===== src/design/bmorph_pkg.sv =====
// shared types and constants for the 2x2 binary morphology block
// no dependencies; used by bmorph_out_stage and binary_morphology_2x2_top
`default_nettype none

package bmorph_pkg;

  // pixel value that counts as on, and the value of an on result
  localparam logic [7:0] ON_VALUE  = 8'd255;
  localparam logic [7:0] OFF_VALUE = 8'd0;

  // configuration register indexes
  localparam logic [1:0] REG_MODE_DILATE  = 2'd0;
  localparam logic [1:0] REG_BORDER_ON    = 2'd1;
  localparam logic [1:0] REG_FRAME_WIDTH  = 2'd2;
  localparam logic [1:0] REG_FRAME_HEIGHT = 2'd3;

  // item kinds
  localparam logic KIND_PIXEL = 1'b0;
  localparam logic KIND_FLUSH = 1'b1;

  // one accepted item on its way to the result stage
  typedef struct packed {
    logic       flush;     // flush tick rather than pixel
    logic       cur;       // current pixel is on
    logic       pf;        // left-neighbor window result pending
    logic       ps;        // right-edge window result pending
    logic       b_border;  // second upper tap lies outside the frame
    logic       done;      // last result of the frame
    logic [7:0] row8;
    logic [7:0] col8;
  } stage_item_t;

  // 2x2 window: all on for erosion, any on for dilation
  function automatic logic win(input logic dilate, input logic a, input logic b,
                               input logic c, input logic d);
    win = dilate ? (a | b | c | d) : (a & b & c & d);
  endfunction

endpackage

`default_nettype wire


===== src/design/bmorph_line_buf.sv =====
// one-bit line buffer: one write port and two registered read ports
// read-before-write on a shared address; no dependencies
`default_nettype none

module bmorph_line_buf #(
  parameter int DEPTH = 256,
  parameter int AW    = 8
) (
  input  wire logic          clk,
  input  wire logic          wr_en,
  input  wire logic [AW-1:0] wr_addr,
  input  wire logic          wr_data,
  input  wire logic          rd_en,
  input  wire logic [AW-1:0] rd_addr_a,
  input  wire logic [AW-1:0] rd_addr_b,
  output logic               rd_data_a,
  output logic               rd_data_b
);

  logic mem [DEPTH];

  always_ff @(posedge clk) begin
    if (wr_en) begin
      mem[wr_addr] <= wr_data;
    end
    if (rd_en) begin
      rd_data_a <= mem[rd_addr_a];
      rd_data_b <= mem[rd_addr_b];
    end
  end

endmodule

`default_nettype wire


===== src/design/bmorph_out_stage.sv =====
// result stage: window logic on line buffer data, holds up to two results
// depends on bmorph_pkg
`default_nettype none

module bmorph_out_stage (
  input  wire logic                    clk,
  input  wire logic                    rst,
  input  wire logic                    load,
  input  wire bmorph_pkg::stage_item_t item,
  input  wire logic                    mem_a,
  input  wire logic                    mem_b,
  input  wire logic                    mode_dilate,
  input  wire logic                    border_on,
  output logic                         can_load,
  output logic                         out_valid,
  input  wire logic                    out_stall,
  output logic [7:0]                   pixel_out,
  output logic [7:0]                   out_row,
  output logic [7:0]                   out_col,
  output logic                         last_of_run,
  output logic                         frame_done
);

  bmorph_pkg::stage_item_t ent;
  logic s1_valid;
  logic pend_first;
  logic pend_second;
  logic upper_left_on;
  logic left_pixel_on;
  logic out_acc;
  logic retire;
  logic on_bit;
  logic b_tap;

  assign out_valid = s1_valid && (pend_first || pend_second);
  assign out_acc   = out_valid && !out_stall;
  // the entry leaves after its last result, or at once when it has none
  assign retire    = s1_valid && (!(pend_first || pend_second) ||
                                  (out_acc && !(pend_first && pend_second)));
  assign can_load  = !s1_valid || retire;

  assign b_tap = ent.b_border ? border_on : mem_b;

  always_comb begin
    if (ent.flush) begin
      on_bit = bmorph_pkg::win(mode_dilate, mem_a, b_tap, border_on, border_on);
    end else if (pend_first) begin
      on_bit = bmorph_pkg::win(mode_dilate, upper_left_on, mem_a, left_pixel_on, ent.cur);
    end else begin
      on_bit = bmorph_pkg::win(mode_dilate, mem_a, border_on, ent.cur, border_on);
    end
  end

  assign pixel_out   = on_bit ? bmorph_pkg::ON_VALUE : bmorph_pkg::OFF_VALUE;
  assign out_row     = ent.row8;
  assign out_col     = (!ent.flush && pend_first) ? (ent.col8 - 8'd1) : ent.col8;
  assign last_of_run = !(pend_first && pend_second);
  assign frame_done  = ent.flush && ent.done;

  always_ff @(posedge clk) begin
    if (rst) begin
      s1_valid    <= 1'b0;
      pend_first  <= 1'b0;
      pend_second <= 1'b0;
    end else begin
      if (out_acc) begin
        if (pend_first) begin
          pend_first <= 1'b0;
        end else begin
          pend_second <= 1'b0;
        end
      end
      if (load) begin
        s1_valid    <= 1'b1;
        pend_first  <= item.pf;
        pend_second <= item.ps;
      end else if (retire) begin
        s1_valid <= 1'b0;
      end
    end
  end

  always_ff @(posedge clk) begin
    if (rst) begin
      upper_left_on <= 1'b0;
      left_pixel_on <= 1'b0;
    end else if (retire && !ent.flush) begin
      upper_left_on <= mem_a;
      left_pixel_on <= ent.cur;
    end
  end

  always_ff @(posedge clk) begin
    if (load) begin
      ent <= item;
    end
  end

endmodule

`default_nettype wire


===== src/design/binary_morphology_2x2_top.sv =====
// top level of the 2x2 binary erosion / dilation block
// depends on bmorph_pkg, bmorph_line_buf and bmorph_out_stage
`default_nettype none

// Binary 2x2 erosion or dilation over a raster pixel stream. A pixel of 255
// is on; result (r,c) is 255 when the window (r,c),(r,c+1),(r+1,c),(r+1,c+1)
// is all on (erosion) or any on (dilation), window taps outside the frame
// take border_on. Results for row r come out while row r+1 arrives; the last
// row is released by flush items, one result per flush. Barring stalls, one
// item is taken per clock; the pixel that closes any row after the first
// carries two results when the frame is wider than one pixel, and so holds
// the input until its second result is taken, as the single result register
// delivers at most one result a clock. Items pass through two steps: the
// accept cycle, which reads and writes the one-bit line buffer, and the result
// register, which applies the window to the registered read data. Writing
// frame_width or frame_height restarts the frame; configuration is to be
// written only while idle, not enforced by the block. The line buffer needs
// no clearing pass: every entry is written before it is read for a result.
module binary_morphology_2x2_top #(
  parameter int MAX_WIDTH  = 256,
  parameter int MAX_HEIGHT = 256
) (
  input  wire logic       clk,
  input  wire logic       rst,
  // configuration write port
  input  wire logic       cfg_write,
  input  wire logic [1:0] cfg_index,
  input  wire logic [8:0] cfg_data,
  // input items
  input  wire logic       in_valid,
  output logic            in_stall,
  input  wire logic       kind,
  input  wire logic [7:0] pixel_in,
  // result items
  output logic            out_valid,
  input  wire logic       out_stall,
  output logic [7:0]      pixel_out,
  output logic [7:0]      out_row,
  output logic [7:0]      out_col,
  output logic            last_of_run,
  output logic            frame_done
);

  // column index width, row count width, clamped dimension widths
  localparam int CW  = $clog2(MAX_WIDTH);
  localparam int RW  = $clog2(MAX_HEIGHT + 1);
  localparam int WW0 = $clog2(MAX_WIDTH + 1);
  localparam int HW0 = $clog2(MAX_HEIGHT + 1);
  localparam int WW  = (WW0 > 9) ? WW0 : 9;
  localparam int HW  = (HW0 > 9) ? HW0 : 9;

  // configuration registers
  logic       mode_dilate;
  logic       border_on;
  logic [8:0] frame_width;
  logic [8:0] frame_height;

  // position counters
  logic [CW-1:0] column_count, column_count_next;
  logic [RW-1:0] row_count, row_count_next;
  logic [CW-1:0] flush_count, flush_count_next;

  logic [WW-1:0] w, w_last;
  logic [HW-1:0] h;
  logic          c_is_last, fc_last;
  logic          pix_ok, flush_ok;
  logic          accept, take_pix, take_flush, load;
  logic          cur;
  logic          can_load;
  logic          mem_a, mem_b;
  logic          restart;
  bmorph_pkg::stage_item_t item;

  // config writes
  always_ff @(posedge clk) begin
    if (rst) begin
      mode_dilate  <= 1'b0;
      border_on    <= 1'b0;
      frame_width  <= 9'd200;
      frame_height <= 9'd200;
    end else if (cfg_write) begin
      unique case (cfg_index)
        bmorph_pkg::REG_MODE_DILATE:  mode_dilate  <= cfg_data[0];
        bmorph_pkg::REG_BORDER_ON:    border_on    <= cfg_data[0];
        bmorph_pkg::REG_FRAME_WIDTH:  frame_width  <= cfg_data;
        bmorph_pkg::REG_FRAME_HEIGHT: frame_height <= cfg_data;
      endcase
    end
  end

  // a dimension of zero acts as one, any value above the maximum acts as the maximum
  always_comb begin
    if (frame_width == 9'd0) begin
      w = WW'(1);
    end else if (WW'(frame_width) > WW'(MAX_WIDTH)) begin
      w = WW'(MAX_WIDTH);
    end else begin
      w = WW'(frame_width);
    end
    if (frame_height == 9'd0) begin
      h = HW'(1);
    end else if (HW'(frame_height) > HW'(MAX_HEIGHT)) begin
      h = HW'(MAX_HEIGHT);
    end else begin
      h = HW'(frame_height);
    end
  end

  assign w_last    = w - WW'(1);
  assign c_is_last = (WW'(column_count) == w_last);
  assign fc_last   = (WW'(flush_count) == w_last);

  // pixels after the last row and early flushes are dropped
  assign pix_ok   = (HW'(row_count) < h) && (WW'(column_count) < w);
  assign flush_ok = (HW'(row_count) >= h) && (WW'(flush_count) < w);

  assign in_stall   = !can_load;
  assign accept     = in_valid && !in_stall;
  assign take_pix   = accept && (kind == bmorph_pkg::KIND_PIXEL) && pix_ok;
  assign take_flush = accept && (kind == bmorph_pkg::KIND_FLUSH) && flush_ok;
  assign load       = take_pix || take_flush;
  assign cur        = (pixel_in == bmorph_pkg::ON_VALUE);

  assign restart = cfg_write && ((cfg_index == bmorph_pkg::REG_FRAME_WIDTH) ||
                                 (cfg_index == bmorph_pkg::REG_FRAME_HEIGHT));

  always_comb begin
    column_count_next = column_count;
    row_count_next    = row_count;
    flush_count_next  = flush_count;
    if (restart || (take_flush && fc_last)) begin
      column_count_next = '0;
      row_count_next    = '0;
      flush_count_next  = '0;
    end else if (take_pix) begin
      if (c_is_last) begin
        column_count_next = '0;
        row_count_next    = row_count + RW'(1);
      end else begin
        column_count_next = column_count + CW'(1);
      end
    end else if (take_flush) begin
      flush_count_next = flush_count + CW'(1);
    end
  end

  always_ff @(posedge clk) begin
    if (rst) begin
      column_count <= '0;
      row_count    <= '0;
      flush_count  <= '0;
    end else begin
      column_count <= column_count_next;
      row_count    <= row_count_next;
      flush_count  <= flush_count_next;
    end
  end

  // what the result stage needs to know about this item
  always_comb begin
    item.flush    = take_flush;
    item.cur      = cur;
    item.b_border = fc_last;
    item.done     = fc_last;
    if (take_flush) begin
      item.pf   = 1'b1;
      item.ps   = 1'b0;
      item.row8 = 8'(h - HW'(1));
      item.col8 = 8'(flush_count);
    end else begin
      // row 0 only fills the line buffer
      item.pf   = (row_count != '0) && (column_count != '0);
      item.ps   = (row_count != '0) && c_is_last;
      item.row8 = 8'(row_count - RW'(1));
      item.col8 = 8'(column_count);
    end
  end

  // port a reads the tap above the pixel (or the first flush tap) while the
  // same edge overwrites it with the new pixel; port b reads the flush's right tap
  bmorph_line_buf #(
    .DEPTH (MAX_WIDTH),
    .AW    (CW)
  ) u_line_buf (
    .clk       (clk),
    .wr_en     (take_pix),
    .wr_addr   (column_count),
    .wr_data   (cur),
    .rd_en     (load),
    .rd_addr_a (take_flush ? flush_count : column_count),
    .rd_addr_b (flush_count + CW'(1)),
    .rd_data_a (mem_a),
    .rd_data_b (mem_b)
  );

  bmorph_out_stage u_out_stage (
    .clk         (clk),
    .rst         (rst),
    .load        (load),
    .item        (item),
    .mem_a       (mem_a),
    .mem_b       (mem_b),
    .mode_dilate (mode_dilate),
    .border_on   (border_on),
    .can_load    (can_load),
    .out_valid   (out_valid),
    .out_stall   (out_stall),
    .pixel_out   (pixel_out),
    .out_row     (out_row),
    .out_col     (out_col),
    .last_of_run (last_of_run),
    .frame_done  (frame_done)
  );

endmodule

`default_nettype wire


===== config.mk =====
export PLATFORM = sky130hd
export DESIGN_NAME = binary_morphology_2x2_top
export DESIGN_NICKNAME = d
export VERILOG_FILES = /design/src/design/bmorph_pkg.sv /design/src/design/bmorph_line_buf.sv /design/src/design/bmorph_out_stage.sv /design/src/design/binary_morphology_2x2_top.sv
export SDC_FILE = /design/constraint.sdc
export NUM_CORES = 1
export LEC_CHECK = 0
export ABC_AREA = 1
export BUFFER_PORTS_ARGS = -buffer_cell sky130_fd_sc_hd__buf_2
export CELL_PAD_IN_SITES_DETAIL_PLACEMENT = 0
export CELL_PAD_IN_SITES_GLOBAL_PLACEMENT = 1
export CORE_UTILIZATION = 45
export CTS_BUF_LIST = sky130_fd_sc_hd__clkbuf_8
export DETAILED_ROUTE_END_ITERATION = 10
export PLACE_DENSITY_LB_ADDON = 0.1
export SKIP_LAST_GASP = 1
export SLEW_MARGIN = 20
export SYNTH_ARGS = -nofsm -noshare
export SYNTH_HDL_FRONTEND = slang
export SYNTH_SLANG_ARGS = --single-unit

===== constraint.sdc =====
create_clock -name clk -period 8.1 [get_ports clk]
set_input_delay 0.405 -clock clk [delete_from_list [all_inputs] [get_ports clk]]
set_output_delay 0.405 -clock clk [all_outputs]
set_load 0.05 [all_outputs]

# Word-level counts from Yosys, hierarchy flattened
# Memories as Yosys holds them, arrays and structs flattened. A register that Yosys moved wholly into a read port is not among the register bits.
# Index checks and enable logic that the tools add are counted.
[classes]
n_addsub = 7
order_cmp = 6
eq_ne = 7
muxes = 25
bitwise_logic = 20
n_reduce_logical = 46
[ops]
columns = ["op", "count"]
rows = [
  ["9-bit 2-to-1 mux", 4],
  ["8-bit 2-to-1 mux", 4],
  ["8-bit by 1-bit subtractor with 8-bit output (second input constant)", 3],
  ["1-bit logical AND", 19],
  ["8-bit by 9-bit == test with 1-bit output", 2],
  ["9-bit > comparator (second input constant)", 2],
  ["9-bit zero test", 2],
  ["8-bit by 9-bit < comparator with 1-bit output", 2],
  ["8-bit by 1-bit adder with 8-bit output (second input constant)", 2],
  ["16-bit 2-to-1 mux", 1],
  ["1-bit 2-to-1 mux", 15],
  ["2-bit AND reduction", 7],
  ["9-bit by 1-bit adder with 9-bit output (second input constant)", 1],
  ["1-bit AND", 9],
  ["9-bit greater-or-equal comparator", 1],
  ["9-bit < comparator", 1],
  ["1-bit bitwise OR", 9],
  ["9-bit nonzero test", 1],
  ["9-bit by 1-bit subtractor with 9-bit output (second input constant)", 1],
  ["8-bit == test (second input constant)", 1],
  ["8-bit nonzero test", 1],
  ["1-bit zero test", 6],
  ["1-bit logical OR", 6],
  ["2-bit == test (second input constant)", 2],
  ["7 further kinds", 9],
]
[word_totals]
reg_bits = 69
ram_bits = 256
inputBits = 25
output_inout_bits = 28
word_cells = 129
n_memories = 1
[mem_list]
columns = ["name", "depth", "width", "read_ports", "rd_clocked_by_memory_dff", "write_ports", "line_no", "source"]
rows = [
  ["u_line_buf.mem", 256, 1, 2, 2, 1, "bmorph_line_buf.sv:20", "logic mem [DEPTH];"],
]

# Logic depth before layout (Yosys ltp)
[depth]
word_depth = 13
depth_mapped = 32
ltp_nobuf = 30

# Hierarchy
# A second synthesis with hierarchy kept.
[unflattened]
cells_unflattened = 2454
area_unflattened_um2 = 19102.1
[modules_own_cells]
columns = ["mod", "n_inst", "cells_each", "area_per_inst_um2", "seq_area_each_um2"]
rows = [
  ["bmorph_line_buf", 1, 1763, 14266.2, 7747.4],
  ["binary_morphology_2x2_top", 1, 552, 3553.4, 900.9],
  ["bmorph_out_stage", 1, 139, 1282.5, 700.7],
]

# Worst setup path before layout
# Ideal clock, no wire load.
[synth_path]
kind = "in2reg"
from = "input pixel_in[6]"
to = "memory u_line_buf.mem[0], data pin"
setup_time_ps = 1393
t_arrival_ps = 6434
required_ps = 6707
slack_ps = 273
stages = 2
path_buffers = 0
cell_sequence = "nand4_1 nor2_1"
[synth_via]
elab_chain_cells = 1
[synth_lines]
columns = ["item", "line_no", "source"]
rows = [
  ["start, declared", "binary_morphology_2x2_top.sv:33", "input wire logic [7:0] pixel_in,"],
  ["8-bit == test", "binary_morphology_2x2_top.sv:122", "assign cur = (pixel_in == bmorph_pkg::ON_VALUE);"],
  ["via cur", "binary_morphology_2x2_top.sv:68", "logic cur;"],
  ["end, declared", "bmorph_line_buf.sv:20", ""],
]
# The timed path passes the listed nets, and every way through them passes these cells.

# Worst setup path in the final report
[layout_path]
from = "register frame_width[5]"
to = "register u_line_buf.rd_data_a (read register of u_line_buf.mem), data pin"
[layout_via]
elab_chain_cells = 7
word_cells_on_any_way = 12
cone_classes = "order compare (3); mux (3); reduce/logical (6)"
[layout_lines]
columns = ["item", "line_no", "source"]
rows = [
  ["start, declared", "binary_morphology_2x2_top.sv:55", "logic [8:0] frame_width;"],
  ["start signal, assigned", "binary_morphology_2x2_top.sv:85", "bmorph_pkg::REG_FRAME_WIDTH: frame_width <= cfg_data;"],
  ["9-bit > comparator", "binary_morphology_2x2_top.sv:95", "end else if (WW'(frame_width) > WW'(MAX_WIDTH)) begin"],
  ["9-bit 2-to-1 mux", "binary_morphology_2x2_top.sv:95", ""],
  ["9-bit 2-to-1 mux *", "binary_morphology_2x2_top.sv:93", "if (frame_width == 9'd0) begin"],
  ["8-bit by 9-bit < comparator with 1-bit output, on equally long branches", "binary_morphology_2x2_top.sv:115, binary_morphology_2x2_top.sv:114", ""],
  ["1-bit logical AND, on equally long branches", "binary_morphology_2x2_top.sv:115, binary_morphology_2x2_top.sv:114", ""],
  ["1-bit logical AND, on equally long branches", "binary_morphology_2x2_top.sv:120, binary_morphology_2x2_top.sv:119", ""],
  ["8-bit 2-to-1 mux or 1-bit logical OR (tied branches)", "binary_morphology_2x2_top.sv:190, binary_morphology_2x2_top.sv:121", ""],
  ["end, declared", "bmorph_line_buf.sv:16", "output logic rd_data_a,"],
]
# Mark *: on every way between the ends. The rest lies on a longest branch, timed or not.
# A chain may end at the register's enable or synchronous reset.

==> results.toml <==
[placed_design]
gp_congestion = 0.882
dp_slack_ps = 2920
numPortBuffers = 52
dpl.hpwl_um = 39400

[worst_setup_path]
r2r_cells = 29
crit_fanout = 37
crit_slowest_cell = "inv_2"
worstSetupPathType = "reg -> reg"
worstSetupStartpointType = "flip-flop"
rrSetupSlack_ps = 2830
worst_setup_path_end_kind = "flip-flop"
r2r-start = "frame_width[5]"
required_ps = 8630
crit_arrival_ps = 5800
critPathMaxStageDelay_ps = 560
crit-reg2reg-capture = "u_line_buf.rd_data_a"
crit_top_cell = "nand2_1"

[die]
die_h_um = 209
die_area_mm2 = 0.0438
num_rows = 75
core-area_mm2 = 0.0421
start_util_pct = 45.9
io_pins = 53
die_w_um = 209

[synthesis]
ys_warn_count = 0
netlist_instances = 2421
synth-xor-area-share_pct = 1.86
synthMuxAreaShare_pct = 0
synth_top_area_cell = "edfxtp_1"
synth-seq-area-share_pct = 48.2
synth_edf_count = 277
synthArstFlopShare_pct = 0
synth_compound_area_share_pct = 12.0
syn-cell-area_mm2 = 0.0193
synth_top_family_by_area = "simple AND/OR/NAND/NOR gates"
ys_types = 43
ys_ff_latch = 327
synth_top_area_share_pct = 43.0
synth_ff_type = "edfxtp_1"
synthSimpleGateAreaFrac_pct = 26.4
synth_adder_area_share_pct = 2.27
syn_area_per_cell_um2 = 7.98
synth_nets = 2481
yosys-top-cells-area = "edfxtp_1 43%, nand2_1 7.7%, nor2_1 7.0%"

[detailed_routing]
drtPass1Iterations = 6
drc = 0
antenna_left = 0
viasPerCell = 5.83
wire_per_inst_um = 22.1
wl_um = 66200
drt_iter0_markers = 1643
vias = 17400

[global_routing]
grt_pass1_wl_um = 100000
grt_max_degree = 258
first_global_vias = 16300
antenna_found_initial = 0
globalRouteTotalUtil_pct = 30.3
gr-total-overflow = 0

[cells_and_area]
fin_nets = 2469
area_growth_pct = 8.16
antenna_cells = 0
drive_gt1_share_pct = 7.83

[sta]
setup-tns-final_ps = 0
fin_crit_ps = 5270
maxSlewViolCount = 0
rsz0062_at_grt = "no"
finalWorstSetupSlack_ps = 2830
max_clock_freq_mhz = 190
period_share_pct = 65.1
tightest_slew_ps = 1160
hold_viol_final = 0
whs_ps = 61.1
clock_skew_ps = 27.5
finalSetupViolCount = 0
slew_headroom_pct = 22.5

[hold_path]
min_path_cells = 3
min_path_type = "in -> reg"
min_to = "mode_dilate"
worstHoldStart = "cfg_index[0]"

[clocking]
cts_tree = "done"
htreeDepth = 2
clock-sinks = 327
clk_pin_slew_worst_paths_ps = 70
numCtsBuffers = 60
clock_latency_ps = 670
cts-root-buf = "clkbuf_8"
cts_buffer_depth = 3
ctsResizeCount = 0

[run]
max-cap-violations = 0

[run_status]
status = "completed"

[pwr]
p_leak_nw = 8.09
ir_drop_uv = 111
power_density_mw_per_mm2 = 167
cells in the mapped netlist (3+ instances only):
cell,number
ha_1,35
nand2_2,5
nor4_1,8
buf_1,3
buf_2,42
a21oi_1,150
o21ai_0,231
o311ai_0,4
o22ai_1,4
buf_4,19
o21ai_2,4
a31oi_1,4
xnor2_1,10
dfxtp_1,50
inv_2,9
a221oi_1,3
nor3_1,12
nand3_1,264
nor2_1,360
xor2_1,31
nor2_2,10
nand3b_1,65
o211ai_1,28
nand4_1,21
o21ai_1,3
nand2_1,398
edfxtp_1,277
buf_6,5
clkbuf_1,96
inv_1,251
registers in the layout, summed over array words and instances (netlist names), 8 cells and up:
name,count
frame_width,9
u_out_stage.out_row,8
column_count,8
u_out_stage.ent,11
flush_count,8
frame_height,9
row_count,9
u_line_buf.mem,256
timing repair:
item,in CTS,in global routing
hold buffers,8,0
hold endpoints to repair,14,0
setup buffers,0,0
cell usage in the layout, fill, tap and decap left out, drive strengths merged, types with 63 or more instances in the layout:
master / Yosys / layout
nand3b: 65 / 65
clkbuf: 98 / 63
o21ai: 238 / 238
nor2: 372 / 372
nand2: 403 / 403
a21oi: 150 / 150
inv: 260 / 280
nand3: 268 / 268
buf: 69 / 85
edfxtp: 277 / 277
layout make-up:
class	count	area, µm²
tap	539	674
clock inverter	42	163
clock buffer	63	867
timing repair buffer	93	601
fill	4157	21200
sequential	327	9320
multi-input combinational	1665	8290
inverter	262	985
how the worst max path moves through the flow:
stage / cells past startpoint / slack (ps) / end / from
after floorplan: 2 / 270 / u_line_buf.mem[0] / pixel_in[6]
after global placement: 29 / 2980 / u_line_buf.rd_data_a / frame_width[5]
after detailed placement: 29 / 2920 / u_line_buf.rd_data_a / frame_width[5]
after CTS: 29 / 2870 / u_line_buf.rd_data_a / frame_width[5]
after global routing: 29 / 2340 / u_line_buf.rd_data_a / frame_width[5]
final: 29 / 2830 / u_line_buf.rd_data_a / frame_width[5]
metrics by stage:
stage | util (%) | power (mW) | instances | area [µm²]
after global routing | 49.6 | 3.60 | 2991 | 20900
after global placement | 47.0 | 2.09 | 2878 | 19800
after detailed placement | 47.0 | 2.09 | 2878 | 19800
after floorplan | - | 2.02 | 2421 | 19300
after CTS | 49.6 | 3.52 | 2991 | 20900
final | 49.6 | 3.49 | 2991 | 20900
worst max-delay path, delay by kind of cell, from the launching register on:
family	cells	cell delay (ps)
AOI/OAI and AO/OA	1	90
adders and majority gates	1	300
buffers and inverters	7	1910
DFF	1	300
and+or+nand+nor	20	2480
routing by layer:
| layer | track usage (%) | up-vias | wire [µm] |
|---|---|---|---|
| li1 | - | 8097 | - |
| met1 | 40.4 | 8430 | 28000 |
| met2 | 49.7 | 749 | 30600 |
| met3 | 4.37 | 147 | 5070 |
| met4 | 12.2 | 0 | 2530 |
| met5 | 0 | - | 0 |
cells by family after synthesis:
| kind of cell | after synthesis |
|---|---|
| simple gates | 1153 |
| fa+ha+maj | 35 |
| flops | 327 |
| compound gates | 436 |
| buf+inv | 429 |
| xor+xnor | 41 |
power by group:
part,internal (mW),switching [mW]
logic,0.0657,0.173
registers,1.81,0.00722
clock network,0.706,0.723
total,2.58,0.903
No activity file was read; power rests on OpenSTA's default activity.
